==> src/hdl/dspm_pkg.sv <==
// ----------------------------------------------------------------------------
// Dot-star matcher package
// Shared constants, register map and cell control type for the matcher.
// ----------------------------------------------------------------------------
package dspm_pkg;

	localparam logic [7:0] STAR_CHAR = 8'h2A;
	localparam logic [7:0] DOT_CHAR  = 8'h2E;

	// Register map: 64-bit registers at byte address 8*i.
	localparam int unsigned DATA_W     = 64;
	localparam int unsigned ADDR_W     = 6;
	localparam int unsigned PAT_REGS   = 4;
	localparam int unsigned PAT_BYTES  = 8 * PAT_REGS;
	localparam int unsigned LEN_W      = 6;

	typedef enum logic [2:0] {
		REG_PAT_LOW      = 3'd0,
		REG_PAT_MID_LOW  = 3'd1,
		REG_PAT_MID_HIGH = 3'd2,
		REG_PAT_HIGH     = 3'd3,
		REG_PAT_LENGTH   = 3'd4
	} reg_index_t;

	// Pattern view of one cell: its own byte, the byte before it, and flags.
	typedef struct packed {
		logic [7:0] self_char;
		logic [7:0] prev_char;
		logic       active;
		logic       has_prev;
	} cell_pat_t;

endpackage

==> src/hdl/dspm_cell.sv <==
// ----------------------------------------------------------------------------
// Dot-star matcher cell
// Holds the update rule for one pattern position of the match row.
// ----------------------------------------------------------------------------
module dspm_cell (
	input  dspm_pkg::cell_pat_t pat,
	input  logic [7:0]          text_char,
	input  logic                base_prev,
	input  logic                base_self,
	input  logic                new_prev2,
	input  logic                empty_prev2,
	output logic                new_bit,
	output logic                empty_bit
);
	import dspm_pkg::*;

	logic is_star;
	logic hit_self;
	logic hit_prev;

	assign is_star  = (pat.self_char == STAR_CHAR);
	assign hit_self = (pat.self_char == DOT_CHAR) || (pat.self_char == text_char);
	assign hit_prev = (pat.prev_char == DOT_CHAR) || (pat.prev_char == text_char);

	always_comb begin
		new_bit   = 1'b0;
		empty_bit = 1'b0;
		if (pat.active) begin
			if (is_star) begin
				// A star either skips its element or eats one more byte of it.
				new_bit   = pat.has_prev & (new_prev2 | (hit_prev & base_self));
				empty_bit = pat.has_prev & empty_prev2;
			end else begin
				new_bit = hit_self & base_prev;
			end
		end
	end

endmodule

==> src/hdl/dspm_row.sv <==
// ----------------------------------------------------------------------------
// Dot-star matcher row
// Chain of cells, one per pattern position, producing the next match row and
// the empty-text row of the current pattern.
// ----------------------------------------------------------------------------
module dspm_row #(
	parameter int unsigned PATTERN_MAX = 32
) (
	input  logic [8*PATTERN_MAX-1:0]         pat_bytes,
	input  logic [$clog2(PATTERN_MAX+1)-1:0] used_len,
	input  logic [7:0]                       text_char,
	input  logic [PATTERN_MAX:0]             base_row,
	output logic [PATTERN_MAX:0]             next_row,
	output logic [PATTERN_MAX:0]             empty_row
);
	import dspm_pkg::*;

	localparam int unsigned LW = $clog2(PATTERN_MAX + 1);

	assign next_row[0]  = 1'b0;
	assign empty_row[0] = 1'b1;

	for (genvar j = 1; j <= PATTERN_MAX; j++) begin : g_cell
		cell_pat_t pat;
		logic      new_prev2;
		logic      empty_prev2;

		assign pat.self_char = pat_bytes[8*(j-1) +: 8];
		assign pat.active    = (used_len >= LW'(j));
		if (j >= 2) begin : g_prev
			assign pat.prev_char = pat_bytes[8*(j-2) +: 8];
			assign pat.has_prev  = 1'b1;
			assign new_prev2     = next_row[j-2];
			assign empty_prev2   = empty_row[j-2];
		end else begin : g_first
			// A star in the first position has nothing to repeat.
			assign pat.prev_char = 8'h00;
			assign pat.has_prev  = 1'b0;
			assign new_prev2     = 1'b0;
			assign empty_prev2   = 1'b0;
		end

		dspm_cell u_cell (
			.pat         (pat),
			.text_char   (text_char),
			.base_prev   (base_row[j-1]),
			.base_self   (base_row[j]),
			.new_prev2   (new_prev2),
			.empty_prev2 (empty_prev2),
			.new_bit     (next_row[j]),
			.empty_bit   (empty_row[j])
		);
	end

endmodule

==> src/hdl/dot_star_pattern_matcher_core.sv <==
// ----------------------------------------------------------------------------
// Dot-star pattern matcher core
// Whole-string match of streamed text against a configured '.'/'*' pattern.
// ----------------------------------------------------------------------------
// The block takes one text transaction per clock cycle and updates a row of
// match bits held in a chain of per-position cells; the clock period is set by
// the ripple along runs of star positions in that chain. An end-of-text
// transaction yields one match_found result in the following cycle through an
// output register, and new text is taken while that result waits as long as
// the result is being taken in the same cycle. The pattern bytes and length
// are written through the 64-bit register port at byte address 8*i and should
// only be changed between transactions.
module dot_star_pattern_matcher_core #(
	parameter int unsigned PATTERN_MAX = 32
) (
	input  logic                          clk,
	input  logic                          arst_n,
	input  logic                          psel,
	input  logic                          penable,
	input  logic                          pwrite,
	input  logic [dspm_pkg::ADDR_W-1:0]   paddr,
	input  logic [dspm_pkg::DATA_W-1:0]   pwdata,
	output logic [dspm_pkg::DATA_W-1:0]   prdata,
	output logic                          pready,
	input  logic                          item_valid,
	output logic                          item_ready,
	input  logic [7:0]                    text_char,
	input  logic                          has_char,
	input  logic                          end_of_text,
	output logic                          result_valid,
	input  logic                          result_ready,
	output logic                          match_found
);
	import dspm_pkg::*;

	localparam int unsigned LW = $clog2(PATTERN_MAX + 1);

	logic [DATA_W-1:0]       pat_regs_q [PAT_REGS];
	logic [LEN_W-1:0]        length_q;
	logic [PATTERN_MAX:0]    match_row_q;
	logic                    string_open_q;
	logic                    result_valid_q;
	logic                    match_found_q;

	logic [8*PAT_BYTES-1:0]  pat_flat;
	logic [LW-1:0]           used_len;
	logic [PATTERN_MAX:0]    base_row;
	logic [PATTERN_MAX:0]    next_row;
	logic [PATTERN_MAX:0]    empty_row;
	logic [PATTERN_MAX:0]    final_row;
	logic                    item_fire;
	logic                    cfg_write;
	reg_index_t              cfg_index;

	// Register port
	assign pready    = 1'b1;
	assign cfg_index = reg_index_t'(paddr[ADDR_W-1:3]);
	assign cfg_write = psel && penable && pwrite && pready;

	always_ff @(posedge clk or negedge arst_n) begin
		if (!arst_n) begin
			for (int i = 0; i < PAT_REGS; i++) begin
				pat_regs_q[i] <= '0;
			end
			length_q <= '0;
		end else if (cfg_write) begin
			unique case (cfg_index)
				REG_PAT_LOW:      pat_regs_q[0] <= pwdata;
				REG_PAT_MID_LOW:  pat_regs_q[1] <= pwdata;
				REG_PAT_MID_HIGH: pat_regs_q[2] <= pwdata;
				REG_PAT_HIGH:     pat_regs_q[3] <= pwdata;
				REG_PAT_LENGTH:   length_q      <= pwdata[LEN_W-1:0];
				default: ;
			endcase
		end
	end

	always_comb begin
		unique case (cfg_index)
			REG_PAT_LOW:      prdata = pat_regs_q[0];
			REG_PAT_MID_LOW:  prdata = pat_regs_q[1];
			REG_PAT_MID_HIGH: prdata = pat_regs_q[2];
			REG_PAT_HIGH:     prdata = pat_regs_q[3];
			REG_PAT_LENGTH:   prdata = {{(DATA_W-LEN_W){1'b0}}, length_q};
			default:          prdata = '0;
		endcase
	end

	// Pattern view for the cell chain
	always_comb begin
		for (int i = 0; i < PAT_REGS; i++) begin
			pat_flat[DATA_W*i +: DATA_W] = pat_regs_q[i];
		end
	end

	// A length beyond the cell count is clamped to the last cell.
	assign used_len = (length_q > LEN_W'(PATTERN_MAX)) ? LW'(PATTERN_MAX)
	                                                  : LW'(length_q);

	// A new string starts from the empty-text row of the current pattern.
	assign base_row  = string_open_q ? match_row_q : empty_row;
	assign final_row = has_char ? next_row : base_row;

	dspm_row #(
		.PATTERN_MAX (PATTERN_MAX)
	) u_row (
		.pat_bytes (pat_flat[8*PATTERN_MAX-1:0]),
		.used_len  (used_len),
		.text_char (text_char),
		.base_row  (base_row),
		.next_row  (next_row),
		.empty_row (empty_row)
	);

	// Text side and result register
	assign item_ready = !result_valid_q || result_ready;
	assign item_fire  = item_valid && item_ready;

	always_ff @(posedge clk or negedge arst_n) begin
		if (!arst_n) begin
			match_row_q    <= {{PATTERN_MAX{1'b0}}, 1'b1};
			string_open_q  <= 1'b0;
			result_valid_q <= 1'b0;
		end else begin
			if (result_valid_q && result_ready) begin
				result_valid_q <= 1'b0;
			end
			if (item_fire) begin
				match_row_q   <= final_row;
				string_open_q <= !end_of_text;
				if (end_of_text) begin
					result_valid_q <= 1'b1;
				end
			end
		end
	end

	always_ff @(posedge clk) begin
		if (item_fire && end_of_text) begin
			match_found_q <= final_row[used_len];
		end
	end

	assign result_valid = result_valid_q;
	assign match_found  = match_found_q;

	// Checks
	a_end_gives_result: assert property (@(posedge clk) disable iff (!arst_n)
		item_fire && end_of_text |=> result_valid && !string_open_q)
		else $error("end-of-text transaction did not produce a result");

	a_open_after_text: assert property (@(posedge clk) disable iff (!arst_n)
		item_fire && !end_of_text |=> string_open_q)
		else $error("string not held open after a mid-string transaction");

	a_row_zero_clear: assert property (@(posedge clk) disable iff (!arst_n)
		item_fire && has_char |=> !match_row_q[0])
		else $error("empty-prefix bit survived a text byte");

endmodule
==> config.mk <==
export PLATFORM = sky130hd
export DESIGN_NAME = dot_star_pattern_matcher_core
export DESIGN_NICKNAME = d
export VERILOG_FILES = /design/src/hdl/dspm_pkg.sv /design/src/hdl/dspm_cell.sv /design/src/hdl/dspm_row.sv /design/src/hdl/dot_star_pattern_matcher_core.sv
export SDC_FILE = /design/constraint.sdc
export NUM_CORES = 1
export LEC_CHECK = 0
export BUFFER_PORTS_ARGS = -buffer_cell sky130_fd_sc_hd__buf_4
export CAP_MARGIN = 5
export CORE_AREA = 2 2 232 234
export DETAILED_ROUTE_END_ITERATION = 10
export DIE_AREA = 0 0 234 236
export SLEW_MARGIN = 10
export SYNTH_ARGS = -nofsm -noshare
export SYNTH_HDL_FRONTEND = slang
export SYNTH_SLANG_ARGS = --single-unit
==> constraint.sdc <==
create_clock -name clk -period 11 [get_ports clk]
set_input_delay 2.2 -clock clk [delete_from_list [all_inputs] [get_ports clk]]
set_output_delay 2.2 -clock clk [all_outputs]
set_load 0.05 [all_outputs]
**Word-level counts from Yosys, hierarchy flattened**

Index checks and enable logic that the tools add are counted.

- $lt $le $gt $ge: 34
- Eq/ne operators: 100
- Muxes and demuxes: 105
- Bitwise operators: 93
- Reductions and logical operators: 46

Operator list:

| kind | count |
|---|---|
| $eq A8 B6 Y1 const B | 64 |
| $pmux W64 S5 | 1 |
| $eq A8 B8 Y1 | 32 |
| $mux W1 | 100 |
| $ge A6 B5 Y1 const B | 16 |
| $mux W33 | 2 |
| $and A1 B1 Y1 | 63 |
| $ge A6 B4 Y1 const B | 8 |
| $logic_or A1 B1 Y1 | 33 |
| $or A1 B1 Y1 | 30 |
| $ge A6 B3 Y1 const B | 4 |
| $ge A6 B2 Y1 const B | 2 |
| $reduce_and A2 Y1 | 5 |
| $lt A6 B7 Y1 const B | 1 |
| $bmux W1 S6 | 1 |
| $eq A3 B2 Y1 const B | 2 |
| $ge A6 B1 Y1 const B | 1 |
| $ge A6 B6 Y1 const B | 1 |
| $gt A6 B6 Y1 const B | 1 |
| $mux W6 | 1 |
| $logic_and A1 B1 Y1 | 5 |
| $eq A3 B1 Y1 const B | 1 |
| $eq A3 B3 Y1 const B | 1 |
| $logic_not A3 Y1 | 1 |
| $logic_not A1 Y1 | 2 |

- Flip-flop bits (word level): 298
- Input port bits: 87
- Output and inout port bits: 68

**Logic depth before layout (Yosys ltp)**

Gate-level depths: netlist (run 1).

- Depth in word-level cells: 86
- Gate-level depth with buffers: 16
- Mapped depth without buffers: 13

**Cells and area by module**

A second synthesis (run 1) with hierarchy kept.

- Cells, all modules: 2257
- Area, all modules: 24144.4 um^2

By module, submodules not included:

| module | times used | cells an instance | area an instance (um^2) |
|---|---|---|---|
| dot_star_pattern_matcher_core | 1 | 1044 | 13724.4 |
| dspm_cell | 32 | 34 | 300.3 |
| dspm_row | 1 | 125 | 810.8 |

**Worst setup path before layout (run 1)**

Ideal clock, no wire load.

- Path kind: input port to output port
- From: input paddr[4] (netlist name)
- To: output prdata[42] (netlist name)
- Arrival time: 3960 ps
- Data required time: 8800 ps
- Slack: 4840 ps
- Stages: 6
- Path buffers: 3
- Path through: clkbuf_1 nor3b_1 clkbuf_1 clkbuf_1 a22o_1 a221o_1

- Longest elaborated chain between the ends: 2

RTL lines:

| element | line | RTL |
|---|---|---|
| start: declaration | dot_star_pattern_matcher_core.sv:21 | `input logic [dspm_pkg::ADDR_W-1:0] paddr,` |
| $eq A3 B3 Y1, or another cell as far along | dot_star_pattern_matcher_core.sv:79 | `unique case (cfg_index)` |
| $pmux W64 S5 * | dot_star_pattern_matcher_core.sv:79 |  |
| end: declaration | dot_star_pattern_matcher_core.sv:23 | `output logic [dspm_pkg::DATA_W-1:0] prdata,` |

Every way passes the cells marked *; elsewhere a longest branch is shown, timed or not.

**Worst setup path after layout (run 1)**

- From: input paddr[3] (netlist name)
- To: output prdata[58] (netlist name)

Same word-level chain as after synthesis.

==> results of run 1 <==
[final cells by class]
cell class | count | area share [%]
diodes | 1 | 0.0111
clock buffers | 45 | 4.42
clock inverters | 19 | 0.838
inverters | 20 | 0.333
multi-input cells | 1483 | 51.7
flip-flops and latches | 298 | 33.1
well taps | 696 | 3.86
repair buffers | 172 | 5.76
[worst register-to-register path, cell delays in order (launching register included)]
cell and delay (ns):
dfrtp_1 0.48, nor4bb_1 0.94, nand3b_1 0.20, or3_1 0.46
nor4_1 0.51, o311ai_0 0.36, a221oi_1 0.62, and2_1 0.35
a41oi_1 0.16, o31ai_1 0.52, o311a_1 0.27, o211ai_1 0.10
nand4_1 0.19
[state kept, by name, indices dropped and copies added, names as in the netlist]
| name | count |
|---|---|
| match_found | 1 |
| length_q | 6 |
| pat_flat | 256 |
| result_valid | 1 |
| string_open_q | 1 |
| match_row_q | 33 |
[through the flow]
stage                     cells  area (um2)
final                      2734       22600
after global routing       2734       22600
after CTS                  2733       22600
after detailed placement   2669       21400
after global placement     2669       21400
after floorplan            1939       19800
[layout by cell type (no fill, tap or decap), types with 9 or more instances in the layout]
master / instances
nand4b_1: 13
inv_1: 20
a21o_1: 13
clkinv_2: 10
o21a_1: 14
a221o_1: 58
xor2_1: 105
nor4b_1: 25
and2_1: 14
clkbuf_16: 37
a22o_1: 58
buf_4: 171
nand2_1: 129
nor2_1: 65
o31ai_1: 9
o22ai_1: 15
dfrtp_1: 295
a211oi_1: 11
nor2b_1: 18
a31oi_1: 17
mux2_2: 260
nand2b_1: 11
o21ai_0: 67
nand3_1: 23
xnor2_1: 151
nor4_1: 40
a21oi_1: 53
nand4_1: 55
nor3_1: 26
a22oi_1: 19
or2_2: 10
o211ai_1: 22
[power by group]
group          internal (W)  total, W  switching [W]  leakage (nW)
clock              0.000715   0.00122       0.000501         0.585
combinational      0.000456   0.00102       0.000563          4.66
sequential          0.00129   0.00159       0.000298          3.81
total               0.00246   0.00383        0.00136          9.06
[routing by layer]
layer,global-route usage [%],up-vias
li1,-,7474
met1,35.2,8875
met2,42.0,671
met3,4.55,176
met4,10.3,0
met5,0,-
[how the worst min path moves through the flow]
stage	start	endpoint
after global placement	match_row_q[16]$_DFFE_PN0P_	match_row_q[16]$_DFFE_PN0P_
final	match_row_q[4]$_DFFE_PN0P_	match_row_q[4]$_DFFE_PN0P_
after detailed placement	match_row_q[8]$_DFFE_PN0P_	match_row_q[8]$_DFFE_PN0P_
after CTS	match_row_q[8]$_DFFE_PN0P_	match_row_q[8]$_DFFE_PN0P_
after global routing	match_row_q[8]$_DFFE_PN0P_	match_row_q[8]$_DFFE_PN0P_
after floorplan	match_row_q[8]$_DFFE_PN0P_	match_row_q[8]$_DFFE_PN0P_
[kinds of logic after synthesis]
| group | share of synthesized area [%] |
|---|---|
| flip-flops | 37.6 |
| buffers and inverters | 3.74 |
| multiplexers | 14.9 |
| AND/OR/NAND/NOR | 15.1 |
| AO/OA/AOI/OAI | 17.3 |
| other | 0.0189 |
| XOR/XNOR | 11.3 |
==> metrics.md, run 1 <==
| Metric | Value |
|---|---|
| Vias in the first global route | between 15,000 and 20,000 |
| Worst-path clk slew | approximately 0.050 ns |
| Final setup viols | 0 |
| Synth Net Count | roughly 2,000 |
| Routed WL | approximately 73,000 um |
| CTS Buffer Depth | 3 |
| R2R setup slack | about 5.7 ns |
| VDD IR-drop max | 116 uV |
| Number of buffers and inverters on the critical path | 3 |
| Port bufs | 150 |
| Async SR Flop Fraction | 99.7% |
| Post-synth design cell area | 19,800 um2 |
| Fin. Hold Viols | 0 |
| Setup CP Type | in -> out |
| NumNets Final | 2,098 |
| Worst path depth | 6 |
| R2R depth | 12 |
| Die area | 55,200 um2 |
| Fin crit period | approximately 6.6 ns |
| Final setup TNS | 0 ns |
| IO Pins | 155 |
| Post-CTS Resized | 0 |
| Dpl hpwl | 50,700 um |
| Worst Setup EP | prdata[58] |
| #FFs+latches synth | 298 |
| Largest cells by area after synthesis | dfrtp_1, mux2_2, xnor2_1 |
| Setup slack after layout | around 4.4 ns |
| Initial antenna violation count | 1 |
| Seq. cell area | between 7000 and 8000 um2 |
| Share of the synthesized area in the top cell type | 37.4% |
| EDFF count, synth | 1 |
| Mapped Cells | approximately 1,900 |
| Crit. End Element | output pin |
| Met2 wire length | roughly 35,000 um |
| Clk root buf | clkbuf_16 |
| Initial core utilization | between 30% and 40% |
| Die width | 234 um |
| Die height | approximately 240 um |
| CTS tree | done |
| Worst-path fanout max | slightly below 60 |
| Post-route DRC | 0 |
| Unrepaired setup endpoints after global routing | no |
| CP Cell Sequence | buf_4, nor2b_1, and2_2, buf_4, a221o_1, buf_4 |
| DR iter-0 viols | 1,585 |
| Worst path max stage delay | roughly 0.66 ns |
| First-pass GRT wire length | roughly 110,000 um |
| Worst hold margin | about 0.48 ns |
| Routed met3 length | between 4000 and 5000 um |
| Worst hold stages | 2 |
| Most common cell in the netlist | dfrtp_1 |
| # hold bufs at CTS | 0 |
| Top sig layer | met4 |
| Pwr Total | between 0.003 and 0.004 W |
| Clock skew | ~0.021 ns |
| Period utilization | 60.4% |
| Top cell by count, worst path | buf_4 |
| Wire per inst | ~27 um |
| Footprint of the multi-input gates | between 10,000 and 15,000 um2 |
| Total grt overflow | 0 |
| H-tree lvl count | 2 |
| CP top delay family | buffers and inverters |
| Fillers | just over 5,000 |
| Max cap viols | 0 |
| # rows | 85 |
| Avg Synthesized Cell Area | approximately 10 um2 |
| Number of setup buffers added after CTS | 0 |
| Data required time at the worst endpoint | 8.80 ns |
| PwrDens | about 170 nW/um2 |
| Routed metal-1 wirelength | roughly 31,000 um |
| Total GRT Usage | between 20% and 30% |
| Synth cell count leaders | dfrtp_1, mux2_2, xnor2_1, nand2_1, xor2_1 |
| Ratio of cells with drive above 1 in the final layout | around 27% |
| Hold/Removal Path Class | reg -> reg |
| Core area | between 50,000 and 60,000 um2 |
| Total CTS buffers | 36 |
| Status | finished clean |
| Util after Layout | a little over two fifths |
| Reg-to-Reg End | match_found$_DFFE_PP_ |
| Part of the Yosys area used for sequential elements | 37.6% |
| Final Max Tran Viols | 0 |
| Number of distinct library cells after synthesis | a little over 100 |
| Crit path DAT | 4.45 ns |
| CTS sink count | ~300 |
| Vias | around 17,000 |
| Start point of the critical path | paddr[3] |
| Clk_lat worst skew | 0.56 ns |
| Dominant cell type by area after synthesis | dfrtp_1 |
| Max Clock Freq | ~0.15 GHz |
| Max_slew headroom | between 20% and 30% |
| Dominant synthesized flop cell | dfrtp_1 |
| Placer congestion estimate | slightly above 1 |
| Yosys warning count | 0 |
| Drt pass-1 iters | 5 |
| Worst setup SP type | input pin |
| Pre-CTS setup slack | 4.39 ns |
| Post-DRT Antenna Nets | 0 |
| R2r startpoint | pat_flat[57]$_DFFE_PN0P_ |
| Leak pwr | 9.06 nW |
| Worst path slowest cell | buf_4 |
| Slew @ Worst Pin | between 1 and 1.5 ns |
| Largest net degree at the start of global routing | roughly 100 |
| Via density | 6.29 |
| Area Overhead vs Synth | 13.7% |
Note: power is estimated with default switching activity, not from simulation.
==> run 2: changes to the inputs <==
Settings changed: ABC_AREA set to 1, CORE_AREA 2 2 232 234 to 2 2 225 227, DIE_AREA 0 0 234 236 to 0 0 227 229.
Clock period 11 ns to 5.4 ns, I/O delays scaled along.
==> metrics.md, run 2 <==
| Metric | Value |
|---|---|
| Async SR Flop Fraction | 99.7% (unchanged) |
| DR iter-0 viols | 2,396 (+51%) |
| IO Pins | 155 (unchanged) |
| Setup CP Type | in -> reg |
| Post-route DRC | 0 (unchanged) |
| Total GRT Usage | 28.5% (+2.2 points) |
| Diodes inserted | 0 (-1) |
| Yosys warning count | 0 (unchanged) |
| Internal Pwr Total | 0.00508 W (+110%) |
| Number of distinct library cells after synthesis | 54 (-47%) |
| EDFF count, synth | 1 (unchanged) |
| Initial core utilization | 37.6% (+0.23 points) |
| Die height | 229 um (-3.0%) |
| Start point of the critical path | text_char[1] |
| Core area | 49,700 um2 (-6.4%) |
| HP Start | match_row_q[6]$_DFFE_PN0P_ |
| Number of setup buffers added after CTS | 0 (unchanged) |
| #FFs+latches synth | 298 (unchanged) |
| Ratio of cells with drive above 1 in the final layout | 13.4% (-14 points) |
| Max_slew headroom | 28.8% (+8.0 points) |
| Largest register FFs | 256 (unchanged) |
| Commonest non-fill, non-tap cell in the layout | nand2_1 |
| Setup slack after layout | 0.609 ns (-3.74 ns) |
| Switching share of power | 36.7% (+1.1 points) |
| Vias | 19,297 (+12%) |
| Die width | 227 um (-3.0%) |
| Most common cell in the netlist | nand2_1 |
| CTS sink count | 298 (unchanged) |
| Slew @ Worst Pin | 1.07 ns (-0.109 ns) |
| Post-CTS Resized | 0 (unchanged) |
| Die area | 52,000 um2 (-5.9%) |
| Unrepaired setup endpoints after global routing | no |
| Worst hold margin | 0.481 ns (+0.00210 ns) |
| Dominant cell type by area after synthesis | dfrtp_1 |
| Clk_lat worst skew | 0.57 ns (about the same) |
| Total grt overflow | 0 (unchanged) |
| Share of the synthesized area in the top cell type | 39.7% (+2.3 points) |
| Crit path DAT | 5.21 ns (+0.76 ns) |
| PwrDens | 360 nW/um2 (+110%) |
| Final setup viols | 0 (unchanged) |
| Cell Count, Final, Fillers Out | 3,437 (+26%) |
| Worst path slowest cell | o41ai_1 |
| Final Max Tran Viols | 0 (unchanged) |
| CTS tree | done |
| Top cell by count, worst path | nand2_1 |
| Max Clock Freq | around 0.21 GHz |
| Synth cell count leaders | nand2_1, o21ai_0, dfrtp_1, inv_1, xnor2_1 |
| Data required time at the worst endpoint | 5.82 ns (-2.98 ns) |
| VDD IR-drop max | 218 uV (+87%) |
| Vias in the first global route | 18,648 (+8.1%) |
| CTS Buffer Depth | 3 (unchanged) |
| Status | finished clean |
| Wire per inst | 21.5 um (-20%) |
| Via density | 5.61 (-11%) |
| Drt pass-1 iters | 6 (+1) |
| Post-DRT Antenna Nets | 0 (unchanged) |
| Final setup TNS | 0 ns (unchanged) |
| Dpl hpwl | 53,000 um (+4.5%) |
| Placer congestion estimate | 0.977 (-3.2%) |
| Worst setup SP type | input pin |
| H-tree lvl count | 2 (unchanged) |
| Crit. End Element | flop |
| R2r startpoint | length_q[3]$_DFFE_PN0P_ |
| Most frequent cells in the layout | nand2_1, o21ai_0, dfrtp_1, inv_1, buf_4 |
| NumNets Final | 2,825 (+35%) |
| Comb power frac | 26.0% (-0.6 points) |
| Period utilization | approximately nine tenths |
| Area Overhead vs Synth | 19.5% |
| # rows | 82 (-3.5%) |
| Port bufs | 150 (unchanged) |
| Post-route design area | 22,300 um2 (-1.1%) |
| Sw Pwr | 0.00295 W (+120%) |
| First-pass GRT wire length | 114,000 um (+3.2%) |
| Routed WL | 73,900 um (+0.81%) |
| Post-synth design cell area | 18,700 um2 (-5.9%) |
| Dpl cells | 3,371 (+26%) |
| Leak pwr | 10.3 nW (+14%) |
| Worst-path fanout max | 7 (-88%) |
| Initial antenna violation count | 1 (unchanged) |
| Dominant synthesized flop cell | dfrtp_1 |
| Max cap viols | 0 (unchanged) |
| Largest cells by area after synthesis | dfrtp_1, nand2_1, o21ai_0 |
| # hold bufs at CTS | 0 (unchanged) |
| Power share of the clock group | 34.4% (+2.6 points) |
| Sequential share of power | 39.6% (-2.0 points) |
| Worst-path clk slew | 0.06 ns (about the same) |
| Mapped Cells | 2,594 (+34%) |
| Placed Area | 21,000 um2 (-1.8%) |
| Synth Net Count | 2,681 (+32%) |
| Clk root buf | clkbuf_16 |
| Fin crit period | approximately 4.8 ns |
| Clock skew | 0.0306 ns (+0.00995 ns) |
| Avg Synthesized Cell Area | 7.20 um2 (-30%) |
| Fin. Hold Viols | 0 (unchanged) |
| Part of the Yosys area used for sequential elements | 40.0% (+2.3 points) |
| Worst path max stage delay | 0.51 ns (-0.15 ns) |
| Total CTS buffers | 37 (+2.8%) |
| Largest net degree at the start of global routing | 106 (+2.9%) |
| Pre-CTS setup slack | 0.142 ns (-4.25 ns) |
| Hold/Removal Path Class | reg -> reg |
==> run 2: cell types whose count changed after synthesis, sizes merged, moves of 62 or more <==
cell	change
nand4	+62
xor2	-74
inv	+273
mux2	-260
nand2	+654
o21ai	+283
==> run 2: cells by family after synthesis <==
| family | Yosys count | synth area share (%) |
|---|---|---|
| flip-flops | 298 | 40.0 |
| AO/OA/AOI/OAI | 599 | 18.4 |
| AND/OR/NAND/NOR | 1114 | 25.6 |
| buffers and inverters | 432 | 8.92 |
| other | 1 | 0.0201 |
| XOR/XNOR | 149 | 6.99 |
| multiplexers | 1 | 0.0536 |
==> run 2: layer usage <==
metal / global-route usage, % / vias up / part of all wire (%)
met4: 10.3 / 2 / 3.8
met2: 43.5 / 949 / 44
met1: 40.0 / 9246 / 43
met3: 5.68 / 195 / 8.7
met5: 0 / - / 0.018
li1: - / 8905 / -
==> run 2: power by group through the flow <==
stage          logic (W)  registers (W)  clock network (W)
3_5_place_dp     0.00206        0.00318                  0
6_report         0.00209        0.00318            0.00276
5_1_grt          0.00231        0.00322            0.00287
2_1_floorplan    0.00140        0.00301                  0
4_1_cts          0.00207        0.00315            0.00279
3_3_place_gp     0.00202        0.00317                  0
==> run 2: critical path, delay by kind of cell <==
kind,cells,cell delay [ns]
AOI/OAI and AO/OA,2,0.65
and+or+nand+nor,31,2.51
buffers and inverters,4,0.95
==> run 2: final cells by class <==
class	instances	area (um2)
fillers	5088	27300
clock buffers	52	1090
clock inverters	14	243
well taps	672	841
multi-input cells	1864	9590
inverters	294	1100
flip-flops and latches	298	7460
repair buffers	243	1980
==> run 2: per-stage QoR <==
stage          util, %  power (W)
6_report          44.9    0.00803
2_1_floorplan        -    0.00441
3_5_place_dp      42.2    0.00524
5_1_grt           44.9    0.00841
4_1_cts           44.9    0.00801
3_3_place_gp      42.2    0.00519
==> run 2: worst paths after layout <==
check	endpoint	slack (ns)	depth (start not counted)
min	match_row_q[6]$_DFFE_PN0P_	0.48	2
min reg2reg	match_row_q[6]$_DFFE_PN0P_	0.48	2
max reg2reg	match_found$_DFFE_PP_	0.70	40
min in group asynchronous	result_valid$_DFF_PN0_	0.54	1
max in group asynchronous	pat_flat[110]$_DFFE_PN0P_	3.72	2
max	match_found$_DFFE_PP_	0.61	37
